<file path="src/design/iufp_pkg.sv">
`default_nettype none
// ----------------------------------------------------------------------------
// IMU serial frame parser: shared package
// Frame geometry, header byte, checksum span and the types passed between
// the parser modules.
// ----------------------------------------------------------------------------
package iufp_pkg;

   localparam int unsigned FRAME_LEN = 19;
   localparam int unsigned FILL_W    = $clog2(FRAME_LEN + 1);

   localparam logic [7:0] HDR_BYTE = 8'hAA;

   // The checksum covers bytes SUM_FIRST through FRAME_LEN-2.
   localparam int unsigned SUM_FIRST = 2;
   localparam int unsigned SUM_TERMS = FRAME_LEN - 3;
   // Leaves of the checksum adder tree; covers the largest supported frame.
   localparam int unsigned SUM_SLOTS = 32;

   // Byte k of the window is element k; element 0 is the oldest byte.
   typedef logic [FRAME_LEN-1:0][7:0] window_type;

   typedef struct packed {
      logic [7:0]         frame_index;
      logic signed [15:0] yaw;
      logic signed [15:0] pitch;
      logic signed [15:0] roll;
      logic signed [15:0] accel_x;
      logic signed [15:0] accel_y;
      logic signed [15:0] accel_z;
   } result_type;

   typedef struct packed {
      logic       match;
      result_type result;
   } check_type;

endpackage
`default_nettype wire

</file>
<file path="src/design/iufp_if.sv">
`default_nettype none
// ----------------------------------------------------------------------------
// IMU serial frame parser: channel interfaces
// Valid/ready channels for received bytes and for decoded frames.
// ----------------------------------------------------------------------------
interface iufp_req_if;
   logic       valid;
   logic       ready;
   logic [7:0] rx_byte;

   modport source (output valid, output rx_byte, input ready);
   modport sink   (input valid, input rx_byte, output ready);
endinterface

interface iufp_rsp_if;
   logic               valid;
   logic               ready;
   logic [7:0]         frame_index;
   logic signed [15:0] yaw;
   logic signed [15:0] pitch;
   logic signed [15:0] roll;
   logic signed [15:0] accel_x;
   logic signed [15:0] accel_y;
   logic signed [15:0] accel_z;

   modport source (output valid, output frame_index, output yaw, output pitch,
                   output roll, output accel_x, output accel_y, output accel_z,
                   input ready);
   modport sink   (input valid, input frame_index, input yaw, input pitch,
                   input roll, input accel_x, input accel_y, input accel_z,
                   output ready);
endinterface
`default_nettype wire

</file>
<file path="src/design/iufp_frame_check.sv">
`default_nettype none
// ----------------------------------------------------------------------------
// IMU serial frame parser: frame check
// Checks header and 8-bit sum of a full window and unpacks the fields.
// ----------------------------------------------------------------------------
module iufp_frame_check (
   input  iufp_pkg::window_type window,
   input  logic                 full,
   output iufp_pkg::check_type  check
);
   import iufp_pkg::*;

   logic [7:0] lvl0 [SUM_SLOTS];
   logic [7:0] lvl1 [SUM_SLOTS/2];
   logic [7:0] lvl2 [SUM_SLOTS/4];
   logic [7:0] lvl3 [SUM_SLOTS/8];
   logic [7:0] lvl4 [SUM_SLOTS/16];
   logic [7:0] sum;
   logic       hdr_ok;

   for (genvar k = 0; k < SUM_SLOTS; k++) begin : g_leaf
      if (k < SUM_TERMS) begin : g_term
         assign lvl0[k] = window[k + SUM_FIRST];
      end else begin : g_pad
         assign lvl0[k] = '0;
      end
   end

   // Balanced adder tree; the sum wraps at 8 bits.
   always_comb begin
      for (int i = 0; i < SUM_SLOTS/2; i++) lvl1[i] = lvl0[2*i] + lvl0[2*i+1];
      for (int i = 0; i < SUM_SLOTS/4; i++) lvl2[i] = lvl1[2*i] + lvl1[2*i+1];
      for (int i = 0; i < SUM_SLOTS/8; i++) lvl3[i] = lvl2[2*i] + lvl2[2*i+1];
      for (int i = 0; i < SUM_SLOTS/16; i++) lvl4[i] = lvl3[2*i] + lvl3[2*i+1];
      sum = lvl4[0] + lvl4[1];
   end

   assign hdr_ok = (window[0] == HDR_BYTE) && (window[1] == HDR_BYTE);

   always_comb begin
      check.match              = full && hdr_ok && (sum == window[FRAME_LEN-1]);
      check.result.frame_index = window[2];
      check.result.yaw         = signed'({window[4],  window[3]});
      check.result.pitch       = signed'({window[6],  window[5]});
      check.result.roll        = signed'({window[8],  window[7]});
      check.result.accel_x     = signed'({window[10], window[9]});
      check.result.accel_y     = signed'({window[12], window[11]});
      check.result.accel_z     = signed'({window[14], window[13]});
   end

endmodule
`default_nettype wire

</file>
<file path="src/design/iufp_rsp_skid.sv">
`default_nettype none
// ----------------------------------------------------------------------------
// IMU serial frame parser: result buffer
// Output register plus one skid entry, so a stalled receiver does not stop
// the byte stream until a second frame is waiting.
// ----------------------------------------------------------------------------
module iufp_rsp_skid (
   input  logic                 clock,
   input  logic                 reset,
   input  logic                 push_valid,
   input  iufp_pkg::result_type push_data,
   output logic                 push_ready,
   output logic                 out_valid,
   output iufp_pkg::result_type out_data,
   input  logic                 out_ready
);
   import iufp_pkg::*;

   logic       main_valid_ff, main_valid_in;
   logic       skid_valid_ff, skid_valid_in;
   result_type main_data_ff, main_data_in;
   result_type skid_data_ff, skid_data_in;
   logic       pop;

   assign pop        = main_valid_ff && out_ready;
   assign push_ready = !skid_valid_ff;
   assign out_valid  = main_valid_ff;
   assign out_data   = main_data_ff;

   always_comb begin
      main_valid_in = main_valid_ff;
      skid_valid_in = skid_valid_ff;
      main_data_in  = main_data_ff;
      skid_data_in  = skid_data_ff;
      if (pop) begin
         if (skid_valid_ff) begin
            main_data_in  = skid_data_ff;
            skid_valid_in = 1'b0;
         end else begin
            main_valid_in = push_valid;
            main_data_in  = push_data;
         end
      end else if (push_valid) begin
         if (!main_valid_ff) begin
            main_valid_in = 1'b1;
            main_data_in  = push_data;
         end else begin
            skid_valid_in = 1'b1;
            skid_data_in  = push_data;
         end
      end
   end

   always_ff @(posedge clock) begin
      if (reset) begin
         main_valid_ff <= 1'b0;
         skid_valid_ff <= 1'b0;
      end else begin
         main_valid_ff <= main_valid_in;
         skid_valid_ff <= skid_valid_in;
      end
      main_data_ff <= main_data_in;
      skid_data_ff <= skid_data_in;
   end

   a_skid_behind_main: assert property (@(posedge clock) disable iff (reset)
      skid_valid_ff |-> main_valid_ff)
      else $error("skid entry held while output register is empty");

   a_push_has_room: assert property (@(posedge clock) disable iff (reset)
      push_valid |-> push_ready)
      else $error("result pushed into a full buffer");

   a_skid_refills_main: assert property (@(posedge clock) disable iff (reset)
      (skid_valid_ff && pop) |=> (main_valid_ff && !skid_valid_ff))
      else $error("skid entry lost on pop");

endmodule
`default_nettype wire

</file>
<file path="src/design/imu_uart_frame_parser_core.sv">
`default_nettype none
// ----------------------------------------------------------------------------
// IMU serial frame parser
// Slides a window over received bytes and emits one decoded frame per
// valid header-and-checksum match.
// ----------------------------------------------------------------------------
// Usage:
//   req_bus carries one received serial byte per item. rsp_bus carries one
//   decoded frame: index byte, yaw/pitch/roll in 0.01 degree and accel x/y/z
//   in 0.001 g, raw signed little-endian values.
//   A byte is taken every cycle while req_bus.ready is high. The byte that
//   completes a good frame produces a registered result on rsp_bus, behind
//   any result still held in the buffer; other bytes produce nothing.
//   Throughput is one byte per cycle while req_bus.ready is high, set by
//   the window shift and the checksum adder tree, both done in the accept cycle.
//   After a good frame the window counts as empty and needs a full frame
//   of new bytes before the next check.
//   Reset clears the fill count and the result buffer; the window bytes
//   themselves are not cleared.
//   If the receiver stalls, the result waits in the output register and a
//   second frame goes to a skid entry; req_bus.ready drops only while that
//   skid entry is occupied.
// ----------------------------------------------------------------------------
module imu_uart_frame_parser_core (
   input  logic       clock,
   input  logic       reset,
   iufp_req_if.sink   req_bus,
   iufp_rsp_if.source rsp_bus
);
   import iufp_pkg::*;

   window_type        window_ff, window_in;
   logic [FILL_W-1:0] fill_ff, fill_in;
   logic [FILL_W-1:0] fill_next;
   logic              full;
   logic              accept;
   logic              push_valid;
   logic              push_ready;
   check_type         check;
   result_type        out_data;

   assign accept    = req_bus.valid && req_bus.ready;
   assign window_in = {req_bus.rx_byte, window_ff[FRAME_LEN-1:1]};
   assign fill_next = (fill_ff >= FILL_W'(FRAME_LEN)) ? FILL_W'(FRAME_LEN)
                                                      : fill_ff + FILL_W'(1);
   assign full      = (fill_next == FILL_W'(FRAME_LEN));

   iufp_frame_check u_check (
      .window (window_in),
      .full   (full),
      .check  (check)
   );

   assign push_valid = accept && check.match;

   always_comb begin
      fill_in = fill_ff;
      if (accept) begin
         fill_in = check.match ? '0 : fill_next;
      end
   end

   always_ff @(posedge clock) begin
      if (reset) begin
         fill_ff <= '0;
      end else begin
         fill_ff <= fill_in;
      end
      if (accept) begin
         window_ff <= window_in;
      end
   end

   iufp_rsp_skid u_skid (
      .clock      (clock),
      .reset      (reset),
      .push_valid (push_valid),
      .push_data  (check.result),
      .push_ready (push_ready),
      .out_valid  (rsp_bus.valid),
      .out_data   (out_data),
      .out_ready  (rsp_bus.ready)
   );

   assign req_bus.ready       = push_ready;
   assign rsp_bus.frame_index = out_data.frame_index;
   assign rsp_bus.yaw         = out_data.yaw;
   assign rsp_bus.pitch       = out_data.pitch;
   assign rsp_bus.roll        = out_data.roll;
   assign rsp_bus.accel_x     = out_data.accel_x;
   assign rsp_bus.accel_y     = out_data.accel_y;
   assign rsp_bus.accel_z     = out_data.accel_z;

   a_fill_bounded: assert property (@(posedge clock) disable iff (reset)
      fill_ff <= FILL_W'(FRAME_LEN))
      else $error("fill count beyond frame length");

   a_match_empties: assert property (@(posedge clock) disable iff (reset)
      push_valid |=> (fill_ff == '0))
      else $error("window not emptied after a good frame");

   a_match_needs_full: assert property (@(posedge clock) disable iff (reset)
      push_valid |-> (fill_ff >= FILL_W'(FRAME_LEN - 1)))
      else $error("frame matched before the window was full");

endmodule
`default_nettype wire
</file>
<file path="src/flat_wrapper.sv">
// flat-port wrapper written by rule: the top's interface ports become plain ports
module imu_uart_frame_parser_core_flat import iufp_pkg::*;
  (clock, reset, req_bus_valid, req_bus_rx_byte, req_bus_ready, rsp_bus_valid, rsp_bus_frame_index, rsp_bus_yaw, rsp_bus_pitch, rsp_bus_roll, rsp_bus_accel_x, rsp_bus_accel_y, rsp_bus_accel_z, rsp_bus_ready);
  iufp_req_if req_bus_i ();
  iufp_rsp_if rsp_bus_i ();
  input  logic clock;
  input  logic reset;
  input wire logic [$bits(req_bus_i.valid)-1:0] req_bus_valid;
  input wire logic [$bits(req_bus_i.rx_byte)-1:0] req_bus_rx_byte;
  output wire logic [$bits(req_bus_i.ready)-1:0] req_bus_ready;
  output wire logic [$bits(rsp_bus_i.valid)-1:0] rsp_bus_valid;
  output wire logic [$bits(rsp_bus_i.frame_index)-1:0] rsp_bus_frame_index;
  output wire logic [$bits(rsp_bus_i.yaw)-1:0] rsp_bus_yaw;
  output wire logic [$bits(rsp_bus_i.pitch)-1:0] rsp_bus_pitch;
  output wire logic [$bits(rsp_bus_i.roll)-1:0] rsp_bus_roll;
  output wire logic [$bits(rsp_bus_i.accel_x)-1:0] rsp_bus_accel_x;
  output wire logic [$bits(rsp_bus_i.accel_y)-1:0] rsp_bus_accel_y;
  output wire logic [$bits(rsp_bus_i.accel_z)-1:0] rsp_bus_accel_z;
  input wire logic [$bits(rsp_bus_i.ready)-1:0] rsp_bus_ready;
  assign req_bus_i.valid = req_bus_valid;
  assign req_bus_i.rx_byte = req_bus_rx_byte;
  assign req_bus_ready = req_bus_i.ready;
  assign rsp_bus_valid = rsp_bus_i.valid;
  assign rsp_bus_frame_index = rsp_bus_i.frame_index;
  assign rsp_bus_yaw = rsp_bus_i.yaw;
  assign rsp_bus_pitch = rsp_bus_i.pitch;
  assign rsp_bus_roll = rsp_bus_i.roll;
  assign rsp_bus_accel_x = rsp_bus_i.accel_x;
  assign rsp_bus_accel_y = rsp_bus_i.accel_y;
  assign rsp_bus_accel_z = rsp_bus_i.accel_z;
  assign rsp_bus_i.ready = rsp_bus_ready;
  imu_uart_frame_parser_core u_core (.clock(clock), .reset(reset), .req_bus(req_bus_i), .rsp_bus(rsp_bus_i));
endmodule
</file>
<file path="config.mk">
export PLATFORM = sky130hd
export DESIGN_NAME = imu_uart_frame_parser_core_flat
export DESIGN_NICKNAME = d
export VERILOG_FILES = /design/src/design/iufp_pkg.sv /design/src/design/iufp_if.sv /design/src/design/iufp_frame_check.sv /design/src/design/iufp_rsp_skid.sv /design/src/design/imu_uart_frame_parser_core.sv /design/src/flat_wrapper.sv
export SDC_FILE = /design/constraint.sdc
export NUM_CORES = 1
export LEC_CHECK = 0
export ABC_AREA = 1
export BUFFER_PORTS_ARGS = -buffer_cell sky130_fd_sc_hd__buf_2
export CAP_MARGIN = 5
export CORE_MARGIN = 10
export CORE_UTILIZATION = 60
export DETAILED_ROUTE_END_ITERATION = 12
export PLACE_DENSITY = 0.77
export SETUP_SLACK_MARGIN = 0.3
export SLEW_MARGIN = 20
export SYNTH_ARGS = -nofsm -noshare
export SYNTH_HDL_FRONTEND = slang
export SYNTH_HIERARCHICAL = 1
export SYNTH_SLANG_ARGS = --single-unit
</file>
<file path="constraint.sdc">
create_clock -name clock -period 23 [get_ports clock]
set_input_delay 4.6 -clock clock [delete_from_list [all_inputs] [get_ports clock]]
set_output_delay 4.6 -clock clock [all_outputs]
set_load 0.05 [all_outputs]
</file>
==> key figures <==
Route
  – Iter 0 DRT Violations: around 800
  – DRT Pass-1 Iters: 5
  – Detail Route Antenna Nets: 0
  – Routed vias: around 8700
  – Via-to-Cell Ratio: around 5.4
  – Drt drc: 0
  – Final wirelength: about 32000 um
  – Routed len/inst: 19.7 um

Clocking
  – H-tree depth: 2
  – Hold buffers post-CTS: 0
  – Max clock buf depth: 3
  – Clk root buf: clkbuf_16
  – CTS buffer count: 37
  – Skew-Pair Late Insertion Delay: 0.51 ns
  – Clk slew on worst S/H paths: approximately 0.060 ns
  – Sink Count: between 300 and 400
  – CTS tree: yes
  – PostCTS Resize Cnt: 0
  – Post CTS Setup Buffer Count: 0

Worst setup path
  – Worst setup EP type: flip-flop
  – Crit-path max FO: 49
  – Worst R2R End: u_core/u_skid/skid_data_ff[25]
  – Critical path origin: u_core/window_ff[122]
  – Worst Path Required: 23.18 ns
  – Reg-to-reg startpoint: u_core/window_ff[122]
  – R2R depth: 26
  – Crit start category: flip-flop
  – Worst Path Arrival: about 8 ns
  – Critical Path End: u_core/u_skid/skid_data_ff[25]
  – FF-to-FF setup slack: ~15 ns
  – WS Path Type: reg2reg

Run
  – MaxCap Viol Count: 0

GRT
  – First-pass GRT wire length: ~50000 um
  – GRT Overall Usage: approximately a fifth
  – Largest net degree at the start of global routing: 108
  – Number of global-route vias before repair: 8829
  – Remaining Overflow, GRT: 0
  – Initial antenna violation count: 0

Logic synthesis
  – Synth unique cells: 39
  – Synth top area cells: edfxtp_1, fa_1, nand2_1, buf_4, inv_1
  – Share of the synthesized area in the top cell type: 64.6%
  – Yosys reg bits: between 300 and 400
  – Yosys top cell by area: edfxtp_1
  – Post-Syn Area: 0.0164 mm2
  – Post-synth net total: between 1000 and 1500
  – Post-synth top flop: edfxtp_1
  – Cell count after synthesis: 1220
  – Syn Area/Cell: between 10 and 15 um2
  – Synth warn: 6
  – EDFF count, synth: ~350
  – Post-synth ARST share: 0%
  – Register area share after synthesis: 65.5%

Run status
  – Status: finished clean

Power
  – Peak supply drop: between 0.0001 and 0.00015 V
  – Power Dens Cells: 120 mW/mm2
  – Leakage Power: 6.92 nW

Timing
  – Period utilisation layout: roughly a third
  – Fin crit period: slightly below 8 ns
  – Max-slew headroom: around 28%
  – RSZ-0062 raised after global routing: no
  – Final setup fails: 0
  – Clock skew: around 0.02 ns
  – Slew Limit Fails: 0
  – Final WS setup: 15.17 ns
  – Setup TNS Final: 0 ns
  – Achievable Freq: between 0.1 and 0.15 GHz
  – Final hold violations: 0
  – Least-Margin Pin Slew: between 1 and 1.5 ns

Final layout
  – Fillers: ~1900
  – Antenna Cells: 0
  – Layout Nets: around 1400
  – Area Overhead vs Synth: 8.40%
  – Final Cell Area: 0.0177 mm2
  – Most frequent cells in the layout: edfxtp_1, nand2_1, inv_1, buf_2, o21ai_0
  – Post-layout util: around 66%
  – Fraction of layout cells with a size suffix above 1: ~16%
  – Most common cell after layout, fill and taps aside: edfxtp_1

Die
  – Ports: roughly 120
  – Starting Density: about 61%
  – Die height: 185 um
  – Die area: 0.0343 mm2
  – FP Rows: 60
  – CORE AREA: approximately 0.027 mm2
  – Die Wd: between 150 and 200 um

Place
  – Place WS: 14.74 ns
  – PortBufs: 117
  – Placed cell area: about 0.016 mm2
  – DPL Wire Length: approximately 21000 um
  – Final GP Congestion: just over 0.8

Worst hold path
  – Worst hold path type: reg2reg
==> synthesized netlist by cell type (2+ instances only) <==
cell and n:
buf_6 9, a21oi_1 9, nand3_1 14, buf_2 5
edfxtp_1 352, nor2_1 13, dfxtp_1 7, clkbuf_1 15
nor2_4 2, inv_2 2, buf_4 105, a21oi_2 2
nand2_4 2, nand4_1 3, nand2_1 278, o21ai_1 13
clkbuf_2 3, o21ai_0 93, inv_1 147, ha_1 14
or2_2 2, nand2_2 8, nand3b_1 2, xor2_1 9
fa_1 87, nand3_2 3, xnor2_1 9
==> cell type report <==
class / instances / area (um2) / share of cell area [%]
clock inverters: 18 / 179 / 1.01
multi-input cells: 574 / 4110 / 23.2
repair buffers: 126 / 693 / 3.91
flip-flops and latches: 359 / 10700 / 60.4
clock buffers: 49 / 1040 / 5.89
inverters: 149 / 562 / 3.17
well taps: 341 / 427 / 2.41
==> state kept, by name (all words and copies together) (netlist names) <==
signal / count
u_core/window_ff: 144
u_core/u_skid/skid_valid_ff: 1
u_core/u_skid/out_data: 104
u_core/u_skid/skid_data_ff: 104
u_core/fill_ff: 5
u_core/u_skid/out_valid: 1
==> report_power, final <==
group	total, mW	leakage [nW]	internal [mW]	switching (mW)
Combinational	0.790	2.98	0.343	0.446
Clock	0.589	0.606	0.354	0.235
Sequential	0.755	3.33	0.736	0.0188
==> metal layers <==
layer	wire length, um	share of wire (%)	GRT usage, %	vias to the layer above
met2	15900	50	31.3	294
li1	-	-	-	4007
met3	1940	6.1	3.59	43
met1	13200	42	25.0	4383
met4	669	2.1	4.88	0
met5	0	0	0	-
==> per-stage QoR <==
stage / hold WS, ns / cells / power [mW]
after CTS: 0.455 / 1614 / 2.16
after floorplan: 0.426 / 1220 / 1.39
after detailed placement: 0.438 / 1547 / 1.56
final: 0.455 / 1616 / 2.13
after global routing: 0.458 / 1616 / 2.29
after global placement: 0.433 / 1547 / 1.52
==> critical path: stages, from the launching register on <==
cell and delay (ns):
edfxtp_1 0.45, fa_1 0.58, inv_1 0.07, fa_1 0.54, inv_1 0.06, fa_1 0.50
inv_1 0.05, fa_1 0.56, fa_1 0.43, fa_1 0.43, inv_1 0.07, ha_1 0.17
inv_1 0.07, fa_1 0.52, a22oi_1 0.21, o2111ai_1 0.12, nor2_1 0.12, nand2_1 0.09
nor3_1 0.17, nand3_1 0.11, a21oi_2 0.25, inv_1 0.07, nor2_1 0.14, nand2_1 0.12
nor2_4 0.64, buf_4 0.54, buf_16 0.31
==> worst min path at each step <==
stage	start	to	depth (start not counted)
final	u_core/window_ff[16]	u_core/window_ff[8]	0
after global routing	u_core/window_ff[16]	u_core/window_ff[8]	0
after CTS	u_core/window_ff[16]	u_core/window_ff[8]	0
after detailed placement	u_core/window_ff[16]	u_core/window_ff[8]	0
after global placement	u_core/window_ff[19]	u_core/window_ff[11]	0
after floorplan	u_core/window_ff[19]	u_core/window_ff[11]	0
==> kinds of logic after synthesis <==
kind of cell / count (synthesis) / share of synthesized area (%)
buf+inv: 287 / 9.47
simple gates: 332 / 8.44
flops: 359 / 65.5
fa+ha+maj: 101 / 11.7
compound gates: 123 / 3.90
xor+xnor: 18 / 0.964
Power figures use the tool's default switching activity.
